### config.mk
export PLATFORM = sky130hd
export DESIGN_NAME = frame_pacing_scheduler_unit
export DESIGN_NICKNAME = d
export VERILOG_FILES = /design/src/rtl/fps_pkg.sv /design/src/rtl/fps_ram.sv /design/src/rtl/fps_div.sv /design/src/rtl/fps_dp.sv /design/src/rtl/fps_ctrl.sv /design/src/rtl/frame_pacing_scheduler_unit.sv
export SDC_FILE = /design/constraint.sdc
export NUM_CORES = 2
export LEC_CHECK = 0
export BUFFER_PORTS_ARGS = -buffer_cell sky130_fd_sc_hd__buf_4
export CAP_MARGIN = 20
export CORE_ASPECT_RATIO = 0.5
export CORE_MARGIN = 2
export CORE_UTILIZATION = 63
export CTS_CLUSTER_DIAMETER = 50
export DETAILED_ROUTE_END_ITERATION = 8
export GPL_TIMING_DRIVEN = 0
export MAX_ROUTING_LAYER = met4
export PLACE_DENSITY_LB_ADDON = 0.08
export SLEW_MARGIN = 10
export SYNTH_ARGS = -nofsm -noshare
export SYNTH_HDL_FRONTEND = slang
export SYNTH_SLANG_ARGS = --single-unit
### constraint.sdc
create_clock -name clk_i -period 11.1 [get_ports clk_i]
set_input_delay 2.775 -clock clk_i [delete_from_list [all_inputs] [get_ports clk_i]]
set_output_delay 2.775 -clock clk_i [all_outputs]
set_load 0.02 [all_outputs]
### src/rtl/fps_pkg.sv
`timescale 1ns / 1ps
package fps_pkg;

  localparam int unsigned WINDOW_DEF = 24;
  localparam int unsigned DVD_W      = 34;
  localparam int unsigned DSR_W      = 17;

  localparam logic [1:0] OP_START = 2'd0;
  localparam logic [1:0] OP_TICK  = 2'd1;
  localparam logic [1:0] OP_SHOW  = 2'd2;

  localparam logic [1:0] REG_FIRST    = 2'd0;
  localparam logic [1:0] REG_LAST     = 2'd1;
  localparam logic [1:0] REG_INTERVAL = 2'd2;
  localparam logic [1:0] REG_DROP     = 2'd3;

  typedef struct packed {
    logic capture;
    logic decode;
    logic n_done;
    logic modf_done;
    logic step_next;
    logic mode_done;
    logic record;
    logic pf_done;
    logic load_out;
  } dp_cmd_t;

  typedef struct packed {
    logic [1:0] op;
    logic       need_divn;
    logic       div_done;
    logic       wrap_f;
    logic       wrap_e;
    logic       adv_pos;
    logic       out_free;
  } dp_sts_t;

endpackage

### src/rtl/fps_ram.sv
`timescale 1ns / 1ps
module fps_ram #(
  parameter int unsigned WIDTH = 16,
  parameter int unsigned DEPTH = 24,
  localparam int unsigned AW = (DEPTH > 1) ? $clog2(DEPTH) : 1
) (
  input  logic             clk_i,
  input  logic             we_i,
  input  logic [AW-1:0]    waddr_i,
  input  logic [WIDTH-1:0] wdata_i,
  input  logic [AW-1:0]    raddr_i,
  output logic [WIDTH-1:0] rdata_o
);

  logic [WIDTH-1:0] mem_q [DEPTH];
  logic [WIDTH-1:0] rdata_q;

  always_ff @(posedge clk_i) begin
    if (we_i) begin
      mem_q[waddr_i] <= wdata_i;
    end
    rdata_q <= mem_q[raddr_i];
  end

  assign rdata_o = rdata_q;

endmodule

### src/rtl/fps_div.sv
`timescale 1ns / 1ps
module fps_div
  import fps_pkg::*;
(
  input  logic             clk_i,
  input  logic             rst_ni,
  input  logic             start_i,
  input  logic [DVD_W-1:0] dvd_i,
  input  logic [DSR_W-1:0] dsr_i,
  output logic             done_o,
  output logic [DVD_W-1:0] quot_o,
  output logic [DSR_W-1:0] rem_o
);

  localparam int unsigned CW = $clog2(DVD_W + 1);

  logic [DVD_W-1:0] q_q, q_d;
  logic [DSR_W-1:0] r_q, r_d, dsr_q;
  logic [CW-1:0]    cnt_q, cnt_d;
  logic             busy_q, busy_d, done_q, done_d;
  logic [DSR_W:0]   trial;

  always_comb begin
    q_d    = q_q;
    r_d    = r_q;
    cnt_d  = cnt_q;
    busy_d = busy_q;
    done_d = 1'b0;
    trial  = {r_q, q_q[DVD_W-1]};
    if (start_i) begin
      q_d    = dvd_i;
      r_d    = '0;
      cnt_d  = '0;
      busy_d = 1'b1;
    end else if (busy_q) begin
      if (trial >= {1'b0, dsr_q}) begin
        r_d = DSR_W'(trial - {1'b0, dsr_q});
        q_d = {q_q[DVD_W-2:0], 1'b1};
      end else begin
        r_d = trial[DSR_W-1:0];
        q_d = {q_q[DVD_W-2:0], 1'b0};
      end
      cnt_d = cnt_q + 1'b1;
      if (cnt_q == CW'(DVD_W - 1)) begin
        busy_d = 1'b0;
        done_d = 1'b1;
      end
    end
  end

  always_ff @(posedge clk_i or negedge rst_ni) begin
    if (!rst_ni) begin
      busy_q <= 1'b0;
      done_q <= 1'b0;
      cnt_q  <= '0;
    end else begin
      busy_q <= busy_d;
      done_q <= done_d;
      cnt_q  <= cnt_d;
    end
  end

  always_ff @(posedge clk_i) begin
    q_q <= q_d;
    r_q <= r_d;
    if (start_i) begin
      dsr_q <= dsr_i;
    end
  end

  assign done_o = done_q;
  assign quot_o = q_q;
  assign rem_o  = r_q;

endmodule

### src/rtl/fps_dp.sv
`timescale 1ns / 1ps
module fps_dp
  import fps_pkg::*;
#(
  parameter int unsigned WINDOW = WINDOW_DEF,
  localparam int unsigned FW = $clog2(WINDOW + 1),
  localparam int unsigned AW = (WINDOW > 1) ? $clog2(WINDOW) : 1,
  localparam int unsigned IW = 16 + FW,
  localparam int unsigned PW = 20 + FW
) (
  input  logic          clk_i,
  input  logic          rst_ni,
  input  logic          cfg_we_i,
  input  logic [1:0]    cfg_idx_i,
  input  logic [15:0]   cfg_wdata_i,
  input  logic [1:0]    op_i,
  input  logic [31:0]   now_ms_i,
  input  logic [15:0]   frame_number_i,
  input  logic          out_stall_i,
  input  dp_cmd_t       cmd_i,
  output dp_sts_t       sts_o,
  output logic          out_valid_o,
  output logic [15:0]   shown_frame_o,
  output logic [15:0]   next_delay_ms_o,
  output logic [15:0]   frames_advanced_o,
  output logic          frame_dropped_o,
  output logic [IW-1:0] interval_sum_o,
  output logic [FW-1:0] interval_fill_o,
  output logic [FW-1:0] drop_count_o,
  output logic [PW-1:0] per_frame_sum_o,
  output logic [FW-1:0] per_frame_fill_o
);

  logic [15:0] first_q, last_q;
  logic [9:0]  ival_q;
  logic        drop_en_q;

  logic [1:0]  op_q;
  logic [31:0] now_q;
  logic [15:0] fnum_q;

  logic [15:0] expected_q, td_q, last_shown_q, frame_q, adv_q;
  logic [31:0] deadline_q, last_up_q;
  logic        seen_q, drop_q;
  logic [AW-1:0] iv_ptr_q, pf_ptr_q;
  logic [FW-1:0] iv_fill_q, pf_fill_q;
  logic [IW-1:0] isum_q;
  logic [FW-1:0] dcnt_q;
  logic [PW-1:0] psum_q;

  logic        out_valid_q;
  logic [15:0] o_shown_q, o_delay_q, o_adv_q;
  logic        o_drop_q;
  logic [IW-1:0] o_isum_q;
  logic [FW-1:0] o_ifill_q, o_dcnt_q, o_pfill_q;
  logic [PW-1:0] o_psum_q;

  logic [9:0]  iv_eff;
  logic [15:0] last_eff;
  logic [16:0] len;
  logic [31:0] diff;
  logic signed [34:0] tv;
  logic [15:0] td_tick;
  logic [DVD_W-1:0] s_f;
  logic [16:0] s_e;
  logic [31:0] el32;
  logic [15:0] el;
  logic [17:0] dwrap;
  logic [15:0] dval;
  logic        div_start, div_done;
  logic [DVD_W-1:0] div_dvd, quot;
  logic [DSR_W-1:0] div_dsr, rem;
  logic [16:0] iv_rd;
  logic [19:0] pf_rd;
  logic        iv_full, pf_full, iv_we, pf_we;
  logic [15:0] old_el;
  logic        old_drop;

  assign iv_eff   = (ival_q == 10'd0) ? 10'd1 : ival_q;
  assign last_eff = (last_q < first_q) ? first_q : last_q;
  assign len      = {1'b0, last_eff} - {1'b0, first_q} + 17'd1;
  assign diff     = now_q - deadline_q;

  always_comb begin
    tv = $signed({18'd0, td_q, 1'b0}) - $signed({{3{diff[31]}}, diff});
    if (tv <= 35'sd0) begin
      td_tick = '0;
    end else if (|tv[34:17]) begin
      td_tick = 16'hFFFF;
    end else begin
      td_tick = tv[16:1];
    end
  end

  assign s_f = DVD_W'(expected_q) + quot;
  assign s_e = {1'b0, frame_q} + 17'd1;

  assign el32 = now_q - last_up_q;
  assign el   = (|el32[31:16]) ? 16'hFFFF : el32[15:0];

  always_comb begin
    dwrap = 18'(frame_q) + 18'(len) - 18'(last_shown_q);
    if (frame_q >= last_shown_q) begin
      dval = frame_q - last_shown_q;
    end else if (dwrap[17]) begin
      dval = '0;
    end else begin
      dval = dwrap[15:0];
    end
  end

  assign sts_o.op        = op_q;
  assign sts_o.need_divn = drop_en_q && !diff[31] && (diff != 32'd0);
  assign sts_o.div_done  = div_done;
  assign sts_o.wrap_f    = s_f > DVD_W'(last_eff);
  assign sts_o.wrap_e    = s_e > {1'b0, last_eff};
  assign sts_o.adv_pos   = seen_q && (dval != 16'd0);
  assign sts_o.out_free  = !out_valid_q || !out_stall_i;

  always_comb begin
    div_start = 1'b0;
    div_dvd   = '0;
    div_dsr   = '0;
    if (cmd_i.decode && op_q == OP_TICK && sts_o.need_divn) begin
      div_start = 1'b1;
      div_dvd   = DVD_W'({diff, 1'b0}) + DVD_W'(iv_eff);
      div_dsr   = DSR_W'({iv_eff, 1'b0});
    end else if (cmd_i.n_done && sts_o.wrap_f) begin
      div_start = 1'b1;
      div_dvd   = s_f - DVD_W'(last_eff) - DVD_W'(1);
      div_dsr   = len;
    end else if (cmd_i.step_next && sts_o.wrap_e) begin
      div_start = 1'b1;
      div_dvd   = DVD_W'(frame_q - last_eff);
      div_dsr   = len;
    end else if (cmd_i.record && sts_o.adv_pos) begin
      div_start = 1'b1;
      div_dvd   = DVD_W'({el, 4'b0000});
      div_dsr   = {1'b0, dval};
    end
  end

  fps_div u_div (
    .clk_i  (clk_i),
    .rst_ni (rst_ni),
    .start_i(div_start),
    .dvd_i  (div_dvd),
    .dsr_i  (div_dsr),
    .done_o (div_done),
    .quot_o (quot),
    .rem_o  (rem)
  );

  assign iv_we = cmd_i.record && seen_q;
  assign pf_we = cmd_i.pf_done;

  fps_ram #(.WIDTH(17), .DEPTH(WINDOW)) u_iv_ram (
    .clk_i  (clk_i),
    .we_i   (iv_we),
    .waddr_i(iv_ptr_q),
    .wdata_i({(dval != 16'd1), el}),
    .raddr_i(iv_ptr_q),
    .rdata_o(iv_rd)
  );

  fps_ram #(.WIDTH(20), .DEPTH(WINDOW)) u_pf_ram (
    .clk_i  (clk_i),
    .we_i   (pf_we),
    .waddr_i(pf_ptr_q),
    .wdata_i(quot[19:0]),
    .raddr_i(pf_ptr_q),
    .rdata_o(pf_rd)
  );

  assign iv_full  = iv_fill_q == FW'(WINDOW);
  assign pf_full  = pf_fill_q == FW'(WINDOW);
  assign old_el   = iv_full ? iv_rd[15:0] : 16'd0;
  assign old_drop = iv_full && iv_rd[16];

  always_ff @(posedge clk_i or negedge rst_ni) begin
    if (!rst_ni) begin
      first_q      <= 16'd0;
      last_q       <= 16'd100;
      ival_q       <= 10'd66;
      drop_en_q    <= 1'b1;
      op_q         <= OP_START;
      expected_q   <= '0;
      deadline_q   <= '0;
      td_q         <= '0;
      last_shown_q <= '0;
      last_up_q    <= '0;
      seen_q       <= 1'b0;
      iv_ptr_q     <= '0;
      pf_ptr_q     <= '0;
      iv_fill_q    <= '0;
      pf_fill_q    <= '0;
      isum_q       <= '0;
      dcnt_q       <= '0;
      psum_q       <= '0;
      out_valid_q  <= 1'b0;
    end else begin
      if (cfg_we_i) begin
        case (cfg_idx_i)
          REG_FIRST:    first_q   <= cfg_wdata_i;
          REG_LAST:     last_q    <= cfg_wdata_i;
          REG_INTERVAL: ival_q    <= cfg_wdata_i[9:0];
          REG_DROP:     drop_en_q <= cfg_wdata_i[0];
          default:      first_q   <= first_q;
        endcase
      end
      if (cmd_i.capture) begin
        op_q <= op_i;
      end
      if (cmd_i.decode) begin
        case (op_q)
          OP_START: begin
            td_q         <= 16'(iv_eff);
            deadline_q   <= now_q + 32'(iv_eff);
            expected_q   <= first_q;
            last_shown_q <= first_q;
          end
          OP_TICK: begin
            td_q       <= td_tick;
            deadline_q <= now_q + 32'(iv_eff);
          end
          default: ;
        endcase
      end
      if (cmd_i.step_next && !sts_o.wrap_e) begin
        expected_q <= s_e[15:0];
      end
      if (cmd_i.mode_done) begin
        expected_q <= first_q + rem[15:0];
      end
      if (cmd_i.record) begin
        seen_q       <= 1'b1;
        last_up_q    <= now_q;
        last_shown_q <= frame_q;
        if (seen_q) begin
          isum_q   <= isum_q + IW'(el) - IW'(old_el);
          dcnt_q   <= dcnt_q + FW'(dval != 16'd1) - FW'(old_drop);
          iv_ptr_q <= (iv_ptr_q == AW'(WINDOW - 1)) ? '0 : iv_ptr_q + 1'b1;
          if (!iv_full) begin
            iv_fill_q <= iv_fill_q + 1'b1;
          end
        end
      end
      if (cmd_i.pf_done) begin
        psum_q   <= psum_q + PW'(quot[19:0]) - (pf_full ? PW'(pf_rd) : PW'(0));
        pf_ptr_q <= (pf_ptr_q == AW'(WINDOW - 1)) ? '0 : pf_ptr_q + 1'b1;
        if (!pf_full) begin
          pf_fill_q <= pf_fill_q + 1'b1;
        end
      end
      if (cmd_i.load_out) begin
        out_valid_q <= 1'b1;
      end else if (!out_stall_i) begin
        out_valid_q <= 1'b0;
      end
    end
  end

  always_ff @(posedge clk_i) begin
    if (cmd_i.capture) begin
      now_q  <= now_ms_i;
      fnum_q <= frame_number_i;
    end
    if (cmd_i.decode) begin
      adv_q  <= '0;
      drop_q <= 1'b0;
      if (op_q == OP_SHOW) begin
        frame_q <= fnum_q;
      end else if (!sts_o.need_divn) begin
        frame_q <= expected_q;
      end
    end
    if (cmd_i.n_done && !sts_o.wrap_f) begin
      frame_q <= s_f[15:0];
    end
    if (cmd_i.modf_done) begin
      frame_q <= first_q + rem[15:0];
    end
    if (cmd_i.record && seen_q) begin
      adv_q  <= dval;
      drop_q <= dval != 16'd1;
    end
    if (cmd_i.load_out) begin
      o_shown_q <= last_shown_q;
      o_delay_q <= td_q;
      o_adv_q   <= adv_q;
      o_drop_q  <= drop_q;
      o_isum_q  <= isum_q;
      o_ifill_q <= iv_fill_q;
      o_dcnt_q  <= dcnt_q;
      o_psum_q  <= psum_q;
      o_pfill_q <= pf_fill_q;
    end
  end

  assign out_valid_o       = out_valid_q;
  assign shown_frame_o     = o_shown_q;
  assign next_delay_ms_o   = o_delay_q;
  assign frames_advanced_o = o_adv_q;
  assign frame_dropped_o   = o_drop_q;
  assign interval_sum_o    = o_isum_q;
  assign interval_fill_o   = o_ifill_q;
  assign drop_count_o      = o_dcnt_q;
  assign per_frame_sum_o   = o_psum_q;
  assign per_frame_fill_o  = o_pfill_q;

endmodule

### src/rtl/fps_ctrl.sv
`timescale 1ns / 1ps
module fps_ctrl
  import fps_pkg::*;
(
  input  logic    clk_i,
  input  logic    rst_ni,
  input  logic    in_valid_i,
  output logic    in_stall_o,
  input  dp_sts_t sts_i,
  output dp_cmd_t cmd_o
);

  localparam logic [3:0] S_IDLE = 4'd0;
  localparam logic [3:0] S_DEC  = 4'd1;
  localparam logic [3:0] S_DIVN = 4'd2;
  localparam logic [3:0] S_MODF = 4'd3;
  localparam logic [3:0] S_NEXT = 4'd4;
  localparam logic [3:0] S_MODE = 4'd5;
  localparam logic [3:0] S_REC  = 4'd6;
  localparam logic [3:0] S_DIVP = 4'd7;
  localparam logic [3:0] S_FIN  = 4'd8;

  logic [3:0] state_q, state_d;

  always_comb begin
    state_d = state_q;
    cmd_o   = '0;
    case (state_q)
      S_IDLE: begin
        if (in_valid_i) begin
          cmd_o.capture = 1'b1;
          state_d       = S_DEC;
        end
      end
      S_DEC: begin
        cmd_o.decode = 1'b1;
        case (sts_i.op)
          OP_TICK: state_d = sts_i.need_divn ? S_DIVN : S_NEXT;
          OP_SHOW: state_d = S_REC;
          default: state_d = S_FIN;
        endcase
      end
      S_DIVN: begin
        if (sts_i.div_done) begin
          cmd_o.n_done = 1'b1;
          state_d      = sts_i.wrap_f ? S_MODF : S_NEXT;
        end
      end
      S_MODF: begin
        if (sts_i.div_done) begin
          cmd_o.modf_done = 1'b1;
          state_d         = S_NEXT;
        end
      end
      S_NEXT: begin
        cmd_o.step_next = 1'b1;
        state_d         = sts_i.wrap_e ? S_MODE : S_REC;
      end
      S_MODE: begin
        if (sts_i.div_done) begin
          cmd_o.mode_done = 1'b1;
          state_d         = S_REC;
        end
      end
      S_REC: begin
        cmd_o.record = 1'b1;
        state_d      = sts_i.adv_pos ? S_DIVP : S_FIN;
      end
      S_DIVP: begin
        if (sts_i.div_done) begin
          cmd_o.pf_done = 1'b1;
          state_d       = S_FIN;
        end
      end
      S_FIN: begin
        if (sts_i.out_free) begin
          cmd_o.load_out = 1'b1;
          state_d        = S_IDLE;
        end
      end
      default: state_d = S_IDLE;
    endcase
  end

  always_ff @(posedge clk_i or negedge rst_ni) begin
    if (!rst_ni) begin
      state_q <= S_IDLE;
    end else begin
      state_q <= state_d;
    end
  end

  assign in_stall_o = state_q != S_IDLE;

endmodule

### src/rtl/frame_pacing_scheduler_unit.sv
`timescale 1ns / 1ps
// Channel  Direction  Handshake                Payload
// in       input      in_valid_i / in_stall_o  op_i, now_ms_i, frame_number_i
// out      output     out_valid_o / out_stall_i  shown_frame_o ... per_frame_fill_o
// cfg      input      cfg_we_i                 cfg_idx_i, cfg_wdata_i
//
// Start and unused items pass through the decode and finish states only; a show item
// also records, and divides a per-frame sample when the shown frame has advanced. A tick
// makes up to four passes through the shared bit-serial divider.
// Reset clears all control state; ring contents are tracked by fill counts.
// A stalled result waits in the output register while the next item is taken.
module frame_pacing_scheduler_unit
  import fps_pkg::*;
#(
  parameter int unsigned WINDOW = WINDOW_DEF,
  localparam int unsigned FW = $clog2(WINDOW + 1),
  localparam int unsigned IW = 16 + FW,
  localparam int unsigned PW = 20 + FW
) (
  input  logic          clk_i,
  input  logic          rst_ni,
  input  logic          cfg_we_i,
  input  logic [1:0]    cfg_idx_i,
  input  logic [15:0]   cfg_wdata_i,
  input  logic          in_valid_i,
  output logic          in_stall_o,
  input  logic [1:0]    op_i,
  input  logic [31:0]   now_ms_i,
  input  logic [15:0]   frame_number_i,
  output logic          out_valid_o,
  input  logic          out_stall_i,
  output logic [15:0]   shown_frame_o,
  output logic [15:0]   next_delay_ms_o,
  output logic [15:0]   frames_advanced_o,
  output logic          frame_dropped_o,
  output logic [IW-1:0] interval_sum_o,
  output logic [FW-1:0] interval_fill_o,
  output logic [FW-1:0] drop_count_o,
  output logic [PW-1:0] per_frame_sum_o,
  output logic [FW-1:0] per_frame_fill_o
);

  dp_cmd_t cmd;
  dp_sts_t sts;

  fps_ctrl u_ctrl (
    .clk_i     (clk_i),
    .rst_ni    (rst_ni),
    .in_valid_i(in_valid_i),
    .in_stall_o(in_stall_o),
    .sts_i     (sts),
    .cmd_o     (cmd)
  );

  fps_dp #(.WINDOW(WINDOW)) u_dp (
    .clk_i            (clk_i),
    .rst_ni           (rst_ni),
    .cfg_we_i         (cfg_we_i),
    .cfg_idx_i        (cfg_idx_i),
    .cfg_wdata_i      (cfg_wdata_i),
    .op_i             (op_i),
    .now_ms_i         (now_ms_i),
    .frame_number_i   (frame_number_i),
    .out_stall_i      (out_stall_i),
    .cmd_i            (cmd),
    .sts_o            (sts),
    .out_valid_o      (out_valid_o),
    .shown_frame_o    (shown_frame_o),
    .next_delay_ms_o  (next_delay_ms_o),
    .frames_advanced_o(frames_advanced_o),
    .frame_dropped_o  (frame_dropped_o),
    .interval_sum_o   (interval_sum_o),
    .interval_fill_o  (interval_fill_o),
    .drop_count_o     (drop_count_o),
    .per_frame_sum_o  (per_frame_sum_o),
    .per_frame_fill_o (per_frame_fill_o)
  );

`ifndef ASSERT_OFF
  a_fill_max: assert property (@(posedge clk_i) disable iff (!rst_ni)
    out_valid_o |-> interval_fill_o <= FW'(WINDOW))
    else $error("interval fill beyond window");

  a_drop_le_fill: assert property (@(posedge clk_i) disable iff (!rst_ni)
    out_valid_o |-> drop_count_o <= interval_fill_o)
    else $error("drop count exceeds interval fill");

  a_pf_le_iv: assert property (@(posedge clk_i) disable iff (!rst_ni)
    out_valid_o |-> per_frame_fill_o <= interval_fill_o)
    else $error("per-frame fill exceeds interval fill");

  a_single_step: assert property (@(posedge clk_i) disable iff (!rst_ni)
    out_valid_o && frames_advanced_o == 16'd1 |-> !frame_dropped_o)
    else $error("single-frame step flagged as dropped");
`endif

endmodule
Word level (Yosys, flattened, before mapping) --
Memory sizes are Yosys's and may differ from the RTL's. A register that Yosys moved wholly into a read port is not among the register bits. Cells that the tools add are included.
Word-level totals: memories kept 2, bits in registers 501, output and inout bits 112, bits in writable memories 888
Cells by class: eq/ne operators 27, reductions and logical operators 49, multiplexer cells 80, order comparisons 6, add/subtract/negate cells 28, bitwise gates (word level) 2
Memories:
- u_dp.u_pf_ram.mem_q | depth 24, width 20, rd ports 1, clocked after memory_dff 1, wr ports 1, RTL line fps_ram.sv:15 | logic [WIDTH-1:0] mem_q [DEPTH];
- u_dp.u_iv_ram.mem_q | depth 24, width 17, rd ports 1, clocked after memory_dff 1, wr ports 1, RTL line fps_ram.sv:15
Operator list (count):
- $mux W16 | 20
- $mux W34 | 5
- $sub A32 B32 Y32 | 2
- $mux W17 | 3
- $mux W20 | 2
- $pmux W4 S9 | 1
- $le A35 B1 Y1 const B | 1
- $add A16 B34 Y34 | 1
- $add A33 B10 Y34 | 1
- $gt A34 B16 Y1 | 1
- $sub A16 B16 Y17 | 2
- $sub A34 B1 Y34 const B | 1
- $sub A34 B16 Y34 | 1
- $sub A18 B32 Y33 | 1
- $add A32 B10 Y32 | 1
- $pmux W16 S2 | 1
- $reduce_bool A32 Y1 | 1
- $mux W1 | 31
- $mux W4 | 7
- $add A25 B20 Y25 | 1
- $sub A25 B25 Y25 | 1
- $reduce_and A2 Y1 | 11
- $add A21 B16 Y21 | 1
- $sub A21 B16 Y21 | 1
- 50 further kinds | 94

Depth between registers and ports, before layout --
depth after elaboration 16, mapped depth 41

By module --
A second synthesis with hierarchy kept.
Unflattened totals: cell total of the unflattened synthesis 6144, area, all modules 75064.5 um2
By module, submodules not included:
- fps_dp | seq. area each 11498.5 um2, times used 1, cells an instance 4075, area each 35491.5 um2
- fps_ram (u_dp.u_pf_ram) | seq. area each 14814.2 um2, times used 1, cells an instance 892, area each 18949.4 um2
- fps_ram (u_dp.u_iv_ram) | seq. area each 12592.1 um2, times used 1, cells an instance 767, area each 16170.5 um2
- fps_div | seq. area each 2072.0 um2, times used 1, cells an instance 345, area each 3982.6 um2
- fps_ctrl | seq. area each 100.1 um2, times used 1, cells an instance 65, area each 470.5 um2

Worst setup path after synthesis --
No wires, ideal clock.
path type in2reg, start point in out_stall_i, end point reg u_dp.o_dcnt_q[0] (netlist: u_dp.drop_count_o[0]), enable pin, data required time 10.485 ns, buffers on the path 0, setup time 0.615 ns, setup slack 2.386 ns, stages 1, data arrival time 8.099 ns, cell sequence a21oi_1
On the way: word-level cells in the longest chain between the ends 4
RTL lines:
- from (decl) | RTL line frame_pacing_scheduler_unit.sv:31 | input logic out_stall_i,
- $logic_not A1 Y1 | RTL line fps_dp.sv:118 | assign sts_o.out_free = !out_valid_q || !out_stall_i;
- $logic_or A1 B1 Y1 | RTL line fps_dp.sv:118
- $mux W1 | RTL line fps_ctrl.sv:76 | if (sts_i.out_free) begin
- $mux W1 | RTL line fps_ctrl.sv:28 | case (state_q)
- to (signal assigned) | RTL line fps_dp.sv:294 | o_dcnt_q <= dcnt_q;
- to (decl) | RTL line fps_dp.sv:55 | logic [FW-1:0] o_ifill_q, o_dcnt_q, o_pfill_q;
No other way between the ends. A chain may end at the register's enable or synchronous reset.

Final worst setup path --
start point reg u_dp.first_q[13], end point reg u_dp.u_div.dsr_q[1] (data pin)
On the way: word-level cells in the longest chain between the ends 15, elaborated cells on any way between the ends 19, classes of those cells add/sub (4); order compare (3); mux (7); reduce/logical (5)
RTL lines:
- from (decl) | RTL line fps_dp.sv:34 | logic [15:0] first_q, last_q;
- from (signal assigned) | RTL line fps_dp.sv:204 | REG_FIRST: first_q <= cfg_wdata_i;
- from (signal assigned) | RTL line fps_dp.sv:208 | default: first_q <= first_q;
- $lt A16 B16 Y1 | RTL line fps_dp.sv:80 | assign last_eff = (last_q < first_q) ? first_q : last_q;
- $mux W16 | RTL line fps_dp.sv:80
- $sub A16 B16 Y17 | RTL line fps_dp.sv:81 | assign len = {1'b0, last_eff} - {1'b0, first_q} + 17'd1;
- $add A17 B1 Y17 | RTL line fps_dp.sv:81
- $add A16 B17 Y18 | RTL line fps_dp.sv:102 | dwrap = 18'(frame_q) + 18'(len) - 18'(last_shown_q);
- $sub A18 B16 Y18 | RTL line fps_dp.sv:102
- $mux W16 | RTL line fps_dp.sv:105 | end else if (dwrap[17]) begin
- $mux W16 | RTL line fps_dp.sv:103 | if (frame_q >= last_shown_q) begin
- $reduce_bool A16 Y1 | RTL line fps_dp.sv:117 | assign sts_o.adv_pos = seen_q && (dval != 16'd0);
- $logic_and A1 B1 Y1 | RTL line fps_dp.sv:117
- $logic_and A1 B1 Y1 | RTL line fps_dp.sv:136 | end else if (cmd_i.record && sts_o.adv_pos) begin
- $mux W16 | RTL line fps_dp.sv:136
- $mux W17 | RTL line fps_dp.sv:132 | end else if (cmd_i.step_next && sts_o.wrap_e) begin
- $mux W17 * | RTL line fps_dp.sv:128 | end else if (cmd_i.n_done && sts_o.wrap_f) begin
- $mux W11 * | RTL line fps_dp.sv:124 | if (cmd_i.decode && op_q == OP_TICK && sts_o.need_divn) begin
- net u_dp.div_dsr[1] | RTL line fps_dp.sv:72 | logic [DSR_W-1:0] div_dsr, rem;
- to (signal assigned) | RTL line fps_div.sv:67 | dsr_q <= dsr_i;
- to (decl) | RTL line fps_div.sv:18 | logic [DSR_W-1:0] r_q, r_d, dsr_q;
Mark *: on every way through the listed nets, which the timed path passes. The rest lies on a longest branch.

==> impl_metrics.json <==
{
  "status": "completed",
  "clk_latency_ns": 0.81,
  "fin_setup_tns_ns": 0,
  "worstPathMaxFanout": 10,
  "path_clk_slew_ns": 0.07,
  "cts_buffer_depth": 3,
  "ios": 185,
  "crit_slowest_cell": "clkbuf_1",
  "synth_edf_count": 1130,
  "finalHoldViolations": 0,
  "crit_arrival_ns": 11.09,
  "cts_buffers": 131,
  "ctsResizeCount": 0,
  "critPathKind": "flop to flop",
  "fin_skew_ns": 0.0541,
  "dr.first_iter.drc_count": 6684,
  "maxUsedRoutingLayer": "met4",
  "grt_pass1_wl_mm": 333,
  "synth-seq-area-share": 0.562,
  "drc": 0,
  "synth-compound-area-share": 0.113,
  "async_reset_ff_frac": 0.170,
  "synth_area_mm2": 0.0730,
  "cp_common_cell": "a21oi_1",
  "synth_top_area_cell": "edfxtp_1",
  "hold_path_class": "flop to flop",
  "cp_slowest_stage_delay_ns": 0.77,
  "maxSlewHeadroom": 0.186,
  "ys_ff_latch": 1426,
  "drt_first_pass_iters": 8,
  "grt_remaining_overflow": 0,
  "antenna_found_initial": 7,
  "synth_flop_cell": "edfxtp_1",
  "track_usage": 0.396,
  "cts_sinks": 1426,
  "syn_inst": 5805,
  "cts_tree": "done",
  "hpwl_mm": 162,
  "ys_types": 116,
  "required_ns": 11.61,
  "worst_setup_path_end_kind": "flop",
  "finalCritPeriodShare": 0.953,
  "area_delta_synth_final_pct": 12.8,
  "ant_nets": 0,
  "drive_gt1_frac": 0.145,
  "worst_setup_path_start_kind": "flop",
  "routed-wl-met2_mm": 106,
  "synth_nets": 6283,
  "synth_top_family_by_area": "compound AO/OA/AOI/OAI gates",
  "root_buffer": "clkbuf_16",
  "vias": 52144,
  "synthXorXnorAreaFrac": 0.0376,
  "gp_congestion": 0.982,
  "die-area_mm2": 0.119,
  "vias_per_cell": 6.65,
  "die_w_um": 485,
  "ys_top_cells_by_area": "edfxtp_1, dfrtp_1, mux4_2",
  "powerDensity_mw_per_mm2": 325,
  "max_freq_mhz": 94.5,
  "holdBufCountCts": 0,
  "start_util": 0.634,
  "synth_adder_area_share": 0.0761,
  "chipHeight_um": 245,
  "portBuffers": 184,
  "p_leak_nw": 31.9,
  "fin_crit_ns": 10.58,
  "grt_max_degree": 104,
  "nets": 6677,
  "drv_slew": 0,
  "wl_per_cell_um": 29.2,
  "max-vdd-ir-drop_v": 0.000296,
  "ys_warn_count": 0,
  "worst_pin_slew_ns": 1.22,
  "synthSimpleGateAreaFrac": 0.0953,
  "synthMuxAreaShare": 0.0820,
  "met3_length_mm": 23.1,
  "setup_viol": 0,
  "grt_setup_unrepaired": "false",
  "wl_met1_mm": 87.8,
  "post_cts_buffers": 0,
  "maxCapViolCount": 0,
  "core-area_mm2": 0.115,
  "grt_pass1_vias": 50504,
  "fin_util": 0.715,
  "syn-mean-instance-area_um2": 12.6,
  "synth_top_area_frac": 0.465,
  "rows": 88,
  "htree_levels": 4,
  "wirelength_mm": 229
}
[flip-flops by register name, indices dropped and copies added, names as in the netlist, 17 cells and up]
| signal | flops |
|---|---|
| u_dp.u_div.quot_o | 34 |
| u_dp.u_iv_ram.rdata_o | 17 |
| u_dp.interval_sum_o | 21 |
| u_dp.last_up_q | 32 |
| u_dp.u_pf_ram.mem_q | 480 |
| u_dp.isum_q | 21 |
| u_dp.u_iv_ram.mem_q | 408 |
| u_dp.psum_q | 25 |
| u_dp.u_pf_ram.rdata_o | 20 |
| u_dp.deadline_q | 32 |
| u_dp.per_frame_sum_o | 25 |
| u_dp.now_q | 32 |
| u_dp.u_div.dsr_q | 17 |
| u_dp.u_div.rem_o | 17 |
[Yosys cell counts, drive strengths merged, types with 29 or more instances]
library cell,n
clkbuf,166
edfxtp,1130
nand2b,51
o22ai,34
and2,70
nor2,347
dfxtp,54
a21oi,272
o31ai,29
nand4,47
a31oi,39
a21o,131
xnor2,203
buf,56
xor2,109
mux2,54
o21ai,318
nor2b,41
nor3,93
ha,342
nand2,512
mux4,222
nand3,122
o21a,60
and3,49
fa,63
mux2i,38
a211oi,73
a22oi,95
inv,405
dfrtp,236
[area by class of cell]
class,count,area (µm²)
inverters,405,1520
clock buffers,164,3490
fillers,7468,32800
diodes,7,17.5
plain buffers,222,925
clock inverters,78,1050
multi-input cells,3752,29700
flip-flops and latches,1426,41100
repair buffers,261,2700
well taps,1530,1910
[metrics by stage]
stage	hold WS, ns	total power, mW	setup slack, ns	std cells	cell area (µm²)
floorplan	0.400	17.5	2.39	5805	73000
global placement	0.410	21.0	-0.915	7519	76300
detailed placement	0.405	21.3	0.786	7579	77500
CTS	0.420	26.3	0.731	7821	82100
global route	0.428	28.2	0.0988	7844	82400
finish	0.416	26.7	0.521	7845	82400
[cell usage in the layout, fill, tap and decap left out, types with 38 or more instances in the layout]
cell	instances
nor2_2	49
clkbuf_1	189
inv_1	403
buf_8	50
a31oi_1	38
clkbuf_16	133
nor3_1	90
nand2_1	511
a211oi_1	67
mux2i_1	38
o21ai_0	297
fa_1	63
edfxtp_1	1130
and3_1	44
mux2_2	54
a21oi_1	271
xor2_1	107
and2_1	69
buf_4	187
xnor2_1	203
o21a_1	60
nor2_1	297
nand3_1	122
a22oi_1	95
a21o_1	130
dfrtp_1	236
nand4_1	47
nor2b_1	41
nand2b_1	48
dfxtp_1	54
mux4_2	222
ha_1	342
[per-layer routing]
| layer | up-vias | GRT usage |
|---|---|---|
| met5 | - | - |
| met4 | 0 | 0.180 |
| met3 | 665 | 0.0712 |
| met2 | 3382 | 0.611 |
| met1 | 25665 | 0.520 |
| li1 | 22432 | - |
[path summary, 6_finish.rpt]
kind,startpoint,end,slack (ns),depth (start not counted)
min reg2reg,u_dp.adv_q[15],u_dp.frames_advanced_o[15],0.42,0
max in group asynchronous,rst_ni,u_dp.expected_q[7],7.70,3
max reg2reg,u_dp.first_q[13],u_dp.u_div.dsr_q[1],0.52,37
min in group asynchronous,rst_ni,u_dp.last_up_q[27],1.94,1
min,u_dp.adv_q[15],u_dp.frames_advanced_o[15],0.42,0
max,u_dp.first_q[13],u_dp.u_div.dsr_q[1],0.52,37
[cells by family (layout without fill, tap and decap cells)]
group	Yosys count	in the layout
flops	1426	1426
compound gates	1253	1253
other cells	0	7
buf+inv	627	1130
simple gates	1466	1466
xor+xnor	312	312
mux	314	314
fa+ha+maj	407	407
[power by group]
part / switching (mW) / internal (mW) / total (mW)
logic: 8.63 / 5.45 / 14.1
clock network: 2.21 / 2.69 / 4.90
registers: 0.942 / 6.80 / 7.74
[worst max-delay path, delay by kind of cell (launching register included)]
| family | cells | cell delay, ns |
|---|---|---|
| xor+xnor | 2 | 0.47 |
| buf+inv | 3 | 1.26 |
| simple gates | 6 | 1.38 |
| compound gates | 20 | 4.38 |
| flops | 1 | 0.61 |
| fa+ha+maj | 6 | 2.18 |
No activity file was read; power rests on OpenSTA's default activity.
